==> config.mk <==
export PLATFORM = sky130hd
export DESIGN_NAME = rpp_outbuf
export DESIGN_NICKNAME = d
export VERILOG_FILES = /design/src/design/rpp_pkg.sv /design/src/design/rpp_outbuf.sv
export SDC_FILE = /design/constraint.sdc
export NUM_CORES = 1
export LEC_CHECK = 0
export ABC_CLOCK_PERIOD_IN_PS = 9500
export BUFFER_PORTS_ARGS = -buffer_cell sky130_fd_sc_hd__buf_2
export CORE_UTILIZATION = 45
export DETAILED_ROUTE_END_ITERATION = 7
export PLACE_DENSITY_LB_ADDON = 0.05
export SETUP_SLACK_MARGIN = 0.02
export SLEW_MARGIN = 20
export SYNTH_ARGS = -nofsm -noshare
export SYNTH_HDL_FRONTEND = slang
export SYNTH_SLANG_ARGS = --single-unit
==> constraint.sdc <==
create_clock -name clk -period 9.5 [get_ports clk]
set_input_delay 0 -clock clk [delete_from_list [all_inputs] [get_ports clk]]
set_output_delay 0 -clock clk [all_outputs]
set_load 0.01 [all_outputs]
==> src/design/rpp_pkg.sv <==
// Shared widths, register codes, limits and result type for rotate_project_point.
package rpp_pkg;

  localparam int COORD_W         = 16;
  localparam int TRIG_W          = 16;
  localparam int TRIG_FRAC       = 14;
  localparam int FOV_W           = 10;
  localparam int QUOT_W          = 16;
  localparam int NUM_W           = 48;
  localparam int CFG_IDX_W       = 3;
  localparam int CFG_DATA_W      = 16;
  localparam int COORD_FRAC_DEF  = 4;

  // Register indexes on the configuration port
  typedef enum logic [CFG_IDX_W-1:0] {
    REG_YAW_SIN   = 3'd0,
    REG_YAW_COS   = 3'd1,
    REG_PITCH_SIN = 3'd2,
    REG_PITCH_COS = 3'd3,
    REG_VIEW_DIST = 3'd4
  } cfg_reg_t;

  // Register reset values
  localparam logic signed [TRIG_W-1:0] YAW_SIN_RST   = -16'sd14648;
  localparam logic signed [TRIG_W-1:0] YAW_COS_RST   = -16'sd7342;
  localparam logic signed [TRIG_W-1:0] PITCH_SIN_RST = 16'sd0;
  localparam logic signed [TRIG_W-1:0] PITCH_COS_RST = 16'sd16384;
  localparam logic [FOV_W-1:0]         VIEW_DIST_RST = 10'd175;

  // Saturation codes and quotient limits
  localparam logic [COORD_W-1:0] SAT_MAX   = 16'h7FFF;
  localparam logic [COORD_W-1:0] SAT_MIN   = 16'h8000;
  localparam logic [QUOT_W-1:0]  POS_LIMIT = 16'h7FFF;
  localparam logic [QUOT_W-1:0]  NEG_LIMIT = 16'h8000;

  // Width of the signed denominator for a given number of fraction bits
  function automatic int den_width(input int frac_bits);
    den_width = (frac_bits + 40 > 49) ? frac_bits + 40 : 49;
  endfunction

  typedef struct packed {
    logic                        div_by_zero;
    logic signed [COORD_W-1:0]   screen_y;
    logic signed [COORD_W-1:0]   screen_x;
  } rpp_result_t;

endpackage

==> src/design/rpp_outbuf.sv <==
// Output register with a skid stage; freezes the pipeline while the skid is full.
module rpp_outbuf (
  input  logic                  clk,
  input  logic                  rst,
  input  logic                  in_valid,
  input  rpp_pkg::rpp_result_t  in_data,
  output logic                  en,
  output logic                  out_valid,
  output rpp_pkg::rpp_result_t  out_data,
  input  logic                  out_ready
);
  import rpp_pkg::*;

  logic        skid_valid;
  rpp_result_t skid_data;
  logic        take;
  logic        incoming;

  assign en       = !skid_valid;
  assign take     = out_valid && out_ready;
  assign incoming = en && in_valid;

  // Refill the output register from the skid first, else from the pipeline
  always_ff @(posedge clk) begin
    if (rst) begin
      out_valid  <= 1'b0;
      skid_valid <= 1'b0;
    end else if (!out_valid || take) begin
      out_valid  <= skid_valid || incoming;
      skid_valid <= 1'b0;
    end else if (incoming) begin
      skid_valid <= 1'b1;
    end
  end

  always_ff @(posedge clk) begin
    if (!out_valid || take) begin
      out_data <= skid_valid ? skid_data : in_data;
    end else if (incoming) begin
      skid_data <= in_data;
    end
  end

  // Skid holds an item only behind a held output item
  a_skid_behind: assert property (@(posedge clk) disable iff (rst)
    skid_valid |-> out_valid)
    else $error("skid item without output item");

  // An item arriving at a stalled output lands in the skid
  a_skid_catch: assert property (@(posedge clk) disable iff (rst)
    (incoming && out_valid && !out_ready) |=> skid_valid)
    else $error("item dropped at stalled output");

endmodule

==> results.sh, run 1 <==
export IMPL_global_route_usage_total_pct=15.6
export IMPL_drt_iter0_markers=80
export IMPL_syn_avg_cell_area_sq_um=23.4
export IMPL_placement_stage_worst_setup_slack_ns=7.48
export IMPL_p_leak_nw=1.41
export IMPL_route_detailed_vias_per_inst=4.52
export IMPL_detail_route_wirelength_microns=4310
export IMPL_worst_slew_margin_rel_pct=39.3
export IMPL_max_freq_mhz=501
export IMPL_initial_core_util_pct=46.8
export IMPL_hpwlAfterDp_microns=2530
export IMPL_worst_slew_pin_slew_ns=0.910
export IMPL_clkSinkCount=68
export IMPL_final_util_pct=64.2
export IMPL_crit_path_cell_trace="nand2b_2, nor3b_2, buf_4"
export IMPL_power_density_nw_per_um2=184
export IMPL_critical_path_reg2reg_endpoint="skid_data[23]"
export IMPL_synthesis_stage_register_bit_count=68
export IMPL_crit_end="skid_data[23]"
export IMPL_worst_setup_hold_path_clk_slew_ns=0.07
export IMPL_layout_overhead_on_the_synthesized_area_pct=37.3
export IMPL_core_sq_um=5540
export IMPL_hold_path_startpoint="rst"
export IMPL_worstHoldPathType="in2reg"
export IMPL_synth_fp_nets=148
export IMPL_wl_per_cell_microns=14.2
export IMPL_grt_antenna_before_repair=0
export IMPL_cp_required_ns=9.47
export IMPL_dr_pass1_iters=4
export IMPL_slowest_delay_ns=0.50
export IMPL_grt_pass1_wl_microns=6910
export IMPL_r2r_worst_path_cells=3
export IMPL_crit_type="reg2reg"
export IMPL_setup_violations_final=0
export IMPL_setup_slack_ns=7.50
export IMPL_grt_start_max_net_pins=37
export IMPL_ff2ff_setup_slack_ns=7.50
export IMPL_vdd_ir_drop_worst_mv=0.112
export IMPL_seq_area_frac_synth_pct=78.0
export IMPL_cts_repair_resize_count=0
export IMPL_area_occupied_by_multi_input_gates_sq_um=508
export IMPL_top_level_pins=72
export IMPL_fin_nets=263
export IMPL_timing_critical_path_from="out_valid"
export IMPL_totalNegativeSetupSlack_ns=0
export IMPL_ff_latch_area_sq_um=2030
export IMPL_antenna_fix_cells=0
export IMPL_placed_cell_area_sq_um=2990
export IMPL_syn_cell_area_sq_um=2590
export IMPL_final_period_utilization_pct=21.0
export IMPL_insertion_delay_ns=0.32
export IMPL_number_of_buffers_inserted_during_clock_tree_synthesis=9
export IMPL_htree_levels=3
export IMPL_clock_tree_from_tritoncts="yes"
export IMPL_first_global_vias=1470
export IMPL_synth_yosys_warnings=0
export IMPL_cap_viol_max_count=0
export IMPL_remaining_antenna_violation_count=0
export IMPL_routed_vias=1369
export IMPL_worstSetupEndpointType="flip-flop"
export IMPL_hold_violations=0
export IMPL_clock_tree_buffer_depth=2
export IMPL_placement_io_buffers=71
export IMPL_post_route_cells_drive_above_1_share_pct=51.9
export IMPL_drc=0
export IMPL_num_fill_cells=419
export IMPL_die_span_in_y_microns=77.9
export IMPL_place_congestion=0.667
export IMPL_run_status="finished clean"
export IMPL_layout_cell_area_non_filler_sq_um=3560
export IMPL_netlist_instances=111
export IMPL_timing_hold_ws_ns=0.391
export IMPL_cpMaxStageDelayCell="nand2b_2"
export IMPL_crit_fanout=36
export IMPL_dieArea_sq_um=6070
export IMPL_post_synth_num_cell_types=13
export IMPL_critical_path_arrival_ns=1.97
export IMPL_finalClockSkew_ns=0.00744
export IMPL_period_minus_slack_ns=2.00
export IMPL_finalMaxSlewViolations=0
export IMPL_std_cell_rows=27
export IMPL_gr_total_overflow=0
export IMPL_cts_root_buf="clkbuf_8"
export IMPL_unrepaired_setup_endpoints_after_global_routing="no"
export IMPL_rr_startpoint="out_valid"
export IMPL_dieWidth_microns=77.9
export IMPL_timing_critical_path_from_type="flip-flop"
-- worst min path at each step --
stage	endpoint	cells after the start
CTS	skid_valid	3
global placement	out_valid	2
global route	skid_data[5]	2
detailed placement	skid_valid	2
finish	skid_valid	3
floorplan	out_valid	1
-- power by group --
part	internal [mW]	switching, mW
Combinational	0.0336	0.0222
Clock	0.147	0.101
Sequential	0.346	0.00512
Total	0.526	0.128
-- layout by cell type (no fill, tap or decap) --
| cell | Yosys | final |
|---|---|---|
| nor3_1 | 1 | 1 |
| inv_1 | 1 | 1 |
| mux2_2 | 6 | 6 |
| buf_2 | 0 | 71 |
| buf_4 | 0 | 1 |
| clkinv_1 | 0 | 2 |
| dfxtp_1 | 2 | 1 |
| dlygate4sd3_1 | 0 | 36 |
| a21oi_1 | 1 | 1 |
| clkinv_4 | 0 | 1 |
| nor3b_2 | 0 | 1 |
| nor2_1 | 1 | 1 |
| bufinv_16 | 0 | 2 |
| dfxtp_4 | 0 | 1 |
| clkbuf_8 | 0 | 9 |
| edfxtp_1 | 66 | 66 |
| nand2b_2 | 0 | 1 |
| clkbuf_1 | 0 | 2 |
| mux2_4 | 27 | 27 |
-- layer usage --
layer | wire length (microns) | vias to the layer above | track usage (%)
li1 | - | 666 | -
met2 | 2220 | 50 | 26.1
met3 | 188 | 5 | 3.65
met4 | 44 | 0 | 7.78
met5 | 0 | - | 0
met1 | 1860 | 648 | 19.0
-- synth_stat cells, drive strengths merged --
master | count | share of area, %
edfxtp | 66 | 76
mux2 | 33 | 18
buf | 4 | 2.6
dfxtp | 2 | 1.5
a21oi | 1 | 0.19
inv | 1 | 0.14
nand2b | 1 | 0.24
nor2 | 1 | 0.14
nor3 | 1 | 0.19
nor3b | 1 | 0.29
-- sequential cells by signal, indices dropped and copies added (netlist names) --
name / flops
out_data: 33
out_valid: 1
skid_data: 33
skid_valid: 1
-- cells by family (layout without fill, tap and decap cells) --
| kind of cell | Yosys count | in the layout | share of synthesized area, % |
|---|---|---|---|
| AOI/OAI and AO/OA | 1 | 1 | 0.193 |
| and+or+nand+nor | 4 | 4 | 0.869 |
| buffers and inverters | 5 | 125 | 2.70 |
| DFF | 68 | 68 | 78.0 |
| muxes | 33 | 33 | 18.2 |
-- layout make-up --
type / count / share of cell area [%]
sequential: 68 / 56.9
timing repair buffer: 108 / 20.3
multi-input combinational: 38 / 14.3
clock buffer: 11 / 3.69
tap: 72 / 2.53
clock inverter: 5 / 2.14
inverter: 1 / 0.105
-- worst max-delay path: cells and delay by family, from the launching register on --
| family | cells | cell delay (ns) |
|---|---|---|
| flops | 1 | 0.36 |
| simple gates | 2 | 0.84 |
| buf+inv | 1 | 0.43 |
-- per-stage QoR --
stage,instances,total power [mW]
2_1_floorplan,111,0.381
3_3_place_gp,251,0.401
3_5_place_dp,251,0.403
4_1_cts,303,0.663
5_1_grt,303,0.682
6_report,303,0.654
-- what timing repair did --
action / 4_1_cts / 5_1_grt
hold endpoints to repair: 67 / 0
buffers inserted: 0 / 0
hold buffers: 36 / 0
(Power assumes the default switching activity.)
==> inputs of run 2 (changes only) <==
Settings changed: ABC_AREA set to 1, ABC_CLOCK_PERIOD_IN_PS 9500 to 1600.
Clock period 9.5 ns to 1.6 ns, I/O delays scaled along.
==> results.sh, run 2 <==
export IMPL_crit_type="reg2out"
export IMPL_dr_pass1_iters=4
export IMPL_cell_internal_pwr_mw=3.12
export IMPL_ys_async_sr_fraction_pct=0
export IMPL_cts_root_buf="clkbuf_8"
export IMPL_placement_io_buffers=71
export IMPL_seq_area_frac_synth_pct=78.3
export IMPL_final_period_utilization_pct=87.1
export IMPL_antenna_fix_cells=0
export IMPL_grt_start_max_net_pins=36
export IMPL_synthesized_area_fraction_occupied_by_xor_and_xnor_cells_pct=0
export IMPL_first_global_vias=1628
export IMPL_remaining_antenna_violation_count=0
export IMPL_finish_cell_count_without_fillers=377
export IMPL_cp_required_ns=1.60
export IMPL_gr_total_overflow=0
export IMPL_drc=0
export IMPL_cts_repair_resize_count=0
export IMPL_clock_tree_buffer_depth=2
export IMPL_drt_iter0_markers=90
export IMPL_max_freq_mhz=717
export IMPL_totalNegativeSetupSlack_ns=0
export IMPL_worstHoldPathType="in2reg"
export IMPL_top_level_pins=72
export IMPL_critical_path_depth=3
export IMPL_wl_per_cell_microns=12.6
export IMPL_synth_enable_flop_cells=66
export IMPL_reg_top3="out_data (33), skid_data (33)"
export IMPL_synth_top_area_share_pct=76.8
export IMPL_synth_yosys_warnings=0
export IMPL_worst_slew_pin_slew_ns=0.469
export IMPL_grt_pass1_wl_microns=7720
export IMPL_power_share_combinational_pct=9.0
export IMPL_syn_cell_area_sq_um=2580
export IMPL_critical_path_arrival_ns=1.39
export IMPL_critical_path_top_delay_family="buffers and inverters"
export IMPL_std_cell_rows=27
export IMPL_finalClockSkew_ns=0.00938
export IMPL_clock_tree_from_tritoncts="yes"
export IMPL_setup_violations_final=0
export IMPL_synthesis_stage_register_bit_count=68
export IMPL_synth_adder_area_share_pct=0
export IMPL_post_route_cells_drive_above_1_share_pct=37.4
export IMPL_setup_slack_ns=0.206
export IMPL_power_frac_clock_pct=38.2
export IMPL_path_buf_inv=3
export IMPL_slowest_delay_ns=0.41
export IMPL_post_synthesis_share_of_cell_area_spent_on_and_or_nand_and_nor_gates_pct=17.3
export IMPL_synth_top_cell_by_area="edfxtp_1"
export IMPL_number_of_buffers_inserted_during_clock_tree_synthesis=9
export IMPL_post_synth_num_cell_types=12
export IMPL_timing_critical_path_from_type="flip-flop"
export IMPL_synth_most_common_cell="nand2_1"
export IMPL_fin_nets=337
export IMPL_dieWidth_microns=77.7
export IMPL_period_minus_slack_ns=1.39
export IMPL_worst_hold_path_num_cells=4
export IMPL_synth_commonest_cells="nand2_1, edfxtp_1, nand2_2"
export IMPL_synth_top_cells_by_area="edfxtp_1, nand2_1, nand2_2, buf_12, dfxtp_1"
export IMPL_top_reg_cell_synth="edfxtp_1"
export IMPL_synth_fp_nets=222
export IMPL_synth_compound_area_share_pct=0.194
export IMPL_layout_overhead_on_the_synthesized_area_pct=38.7
export IMPL_insertion_delay_ns=0.33
export IMPL_vdd_ir_drop_worst_mv=0.606
export IMPL_die_span_in_y_microns=77.7
export IMPL_dieArea_sq_um=6040
export IMPL_ff2ff_setup_slack_ns=0.34
export IMPL_syn_avg_cell_area_sq_um=14.0
export IMPL_layout_commonest_cell="nand2_1"
export IMPL_cap_viol_max_count=0
export IMPL_worst_slew_margin_rel_pct=68.7
export IMPL_switchingPower_mw=0.843
export IMPL_most_used_cells_in_the_layout_excluding_fill_and_tap_cells="nand2_1, buf_2, edfxtp_1"
export IMPL_clkSinkCount=68
export IMPL_initial_core_util_pct=46.9
export IMPL_power_share_switching_pct=21.3
export IMPL_r2r_worst_path_cells=4
export IMPL_crit_path_cell_trace="inv_8, buf_4, buf_2"
export IMPL_core_sq_um=5510
export IMPL_place_inst=326
export IMPL_place_congestion=0.677
export IMPL_finalMaxSlewViolations=0
export IMPL_placement_stage_worst_setup_slack_ns=0.325
export IMPL_netlist_instances=185
export IMPL_p_leak_nw=1.53
export IMPL_pwr_share_seq_pct=52.8
export IMPL_run_status="finished clean"
export IMPL_global_route_usage_total_pct=17.6
export IMPL_grt_antenna_before_repair=0
export IMPL_postcts_setup_bufs=0
export IMPL_detail_route_wirelength_microns=4750
export IMPL_crit_fanout=34
export IMPL_routed_vias=1690
export IMPL_route_detailed_vias_per_inst=4.48
export IMPL_worstSetupEndpointType="output port"
export IMPL_hold_violations=0
export IMPL_worst_setup_hold_path_clk_slew_ns=0.07
export IMPL_cpMaxStageDelayCell="buf_4"
export IMPL_hpwlAfterDp_microns=2790
export IMPL_htree_levels=3
export IMPL_power_density_nw_per_um2=1110
export IMPL_power_total_mw=3.96
export IMPL_unrepaired_setup_endpoints_after_global_routing="no"
export IMPL_combinational_family_with_the_most_area_after_synthesis="simple AND/OR/NAND/NOR gates"
export IMPL_post_synth_mux_area_share_pct=0
==> run 2: cell types whose count changed after synthesis, moves of 2 or more <==
| cell | before | now |
|---|---|---|
| nor2_1 | 1 | 3 |
| buf_4 | 0 | 2 |
| mux2_2 | 6 | 0 |
| nand2_1 | 0 | 83 |
| mux2_4 | 27 | 0 |
| nand2_2 | 0 | 19 |
| buf_6 | 1 | 3 |
==> run 2: through the flow <==
stage / utilization [%] / cell area, sq um / hold slack [ns]
after CTS: 65.0 / 3580 / 0.0174
after detailed placement: 54.7 / 3010 / 0.194
after global routing: 65.0 / 3580 / 0.0464
after global placement: 54.7 / 3010 / 0.198
after floorplan: - / 2610 / 0.0989
final: 65.0 / 3580 / 0.0353
==> run 2: metal layers <==
layer / routed length [microns] / GRT usage, % / part of all wire (%)
met5: 0 / 0 / 0
met4: 40 / 7.92 / 0.84
met3: 192 / 5.06 / 4.0
met2: 2380 / 27.9 / 50
met1: 2130 / 22.4 / 45
==> run 2: cell type report <==
type / count / area, sq um
Tap cell: 72 / 90.1
Clock inverter: 6 / 88.8
Inverter: 3 / 18.8
Multi-Input combinational cell: 107 / 475
Sequential cell: 68 / 2020
Fill cell: 465 / 1930
Timing Repair Buffer: 111 / 756
Clock buffer: 10 / 128
==> run 2: path summary, 6_finish.rpt <==
path	from	endpoint
worst min-delay path	out_ready	skid_valid
worst min register to register	skid_data[14]	out_data[14]
worst max register to register	skid_valid	skid_data[9]
worst max-delay path	skid_valid	en
==> run 2: cells by family (layout without fill, tap and decap cells) <==
logic type | after synthesis | after routing
AOI/OAI and AO/OA | 1 | 1
buffers and inverters | 10 | 130
DFF | 68 | 68
and+or+nand+nor | 106 | 106
==> run 2: timing repair <==
item	in CTS	in global routing
hold endpoints to repair	68	0
hold buffers	35	0
setup endpoints to repair	0	0
==> run 2: worst min-delay path: cells and delay by family <==
kind | cells | cell delay, ns
buffers and inverters | 2 | 0.17
and+or+nand+nor | 2 | 0.16
==> run 2: power by group through the flow <==
stage / Clock (mW) / Sequential (mW) / Combinational [mW]
floorplan: 0 / 2.17 / 0.102
global placement: 0 / 2.13 / 0.291
detailed placement: 0 / 2.13 / 0.293
CTS: 1.55 / 2.09 / 0.360
global route: 1.63 / 2.10 / 0.392
finish: 1.51 / 2.09 / 0.356
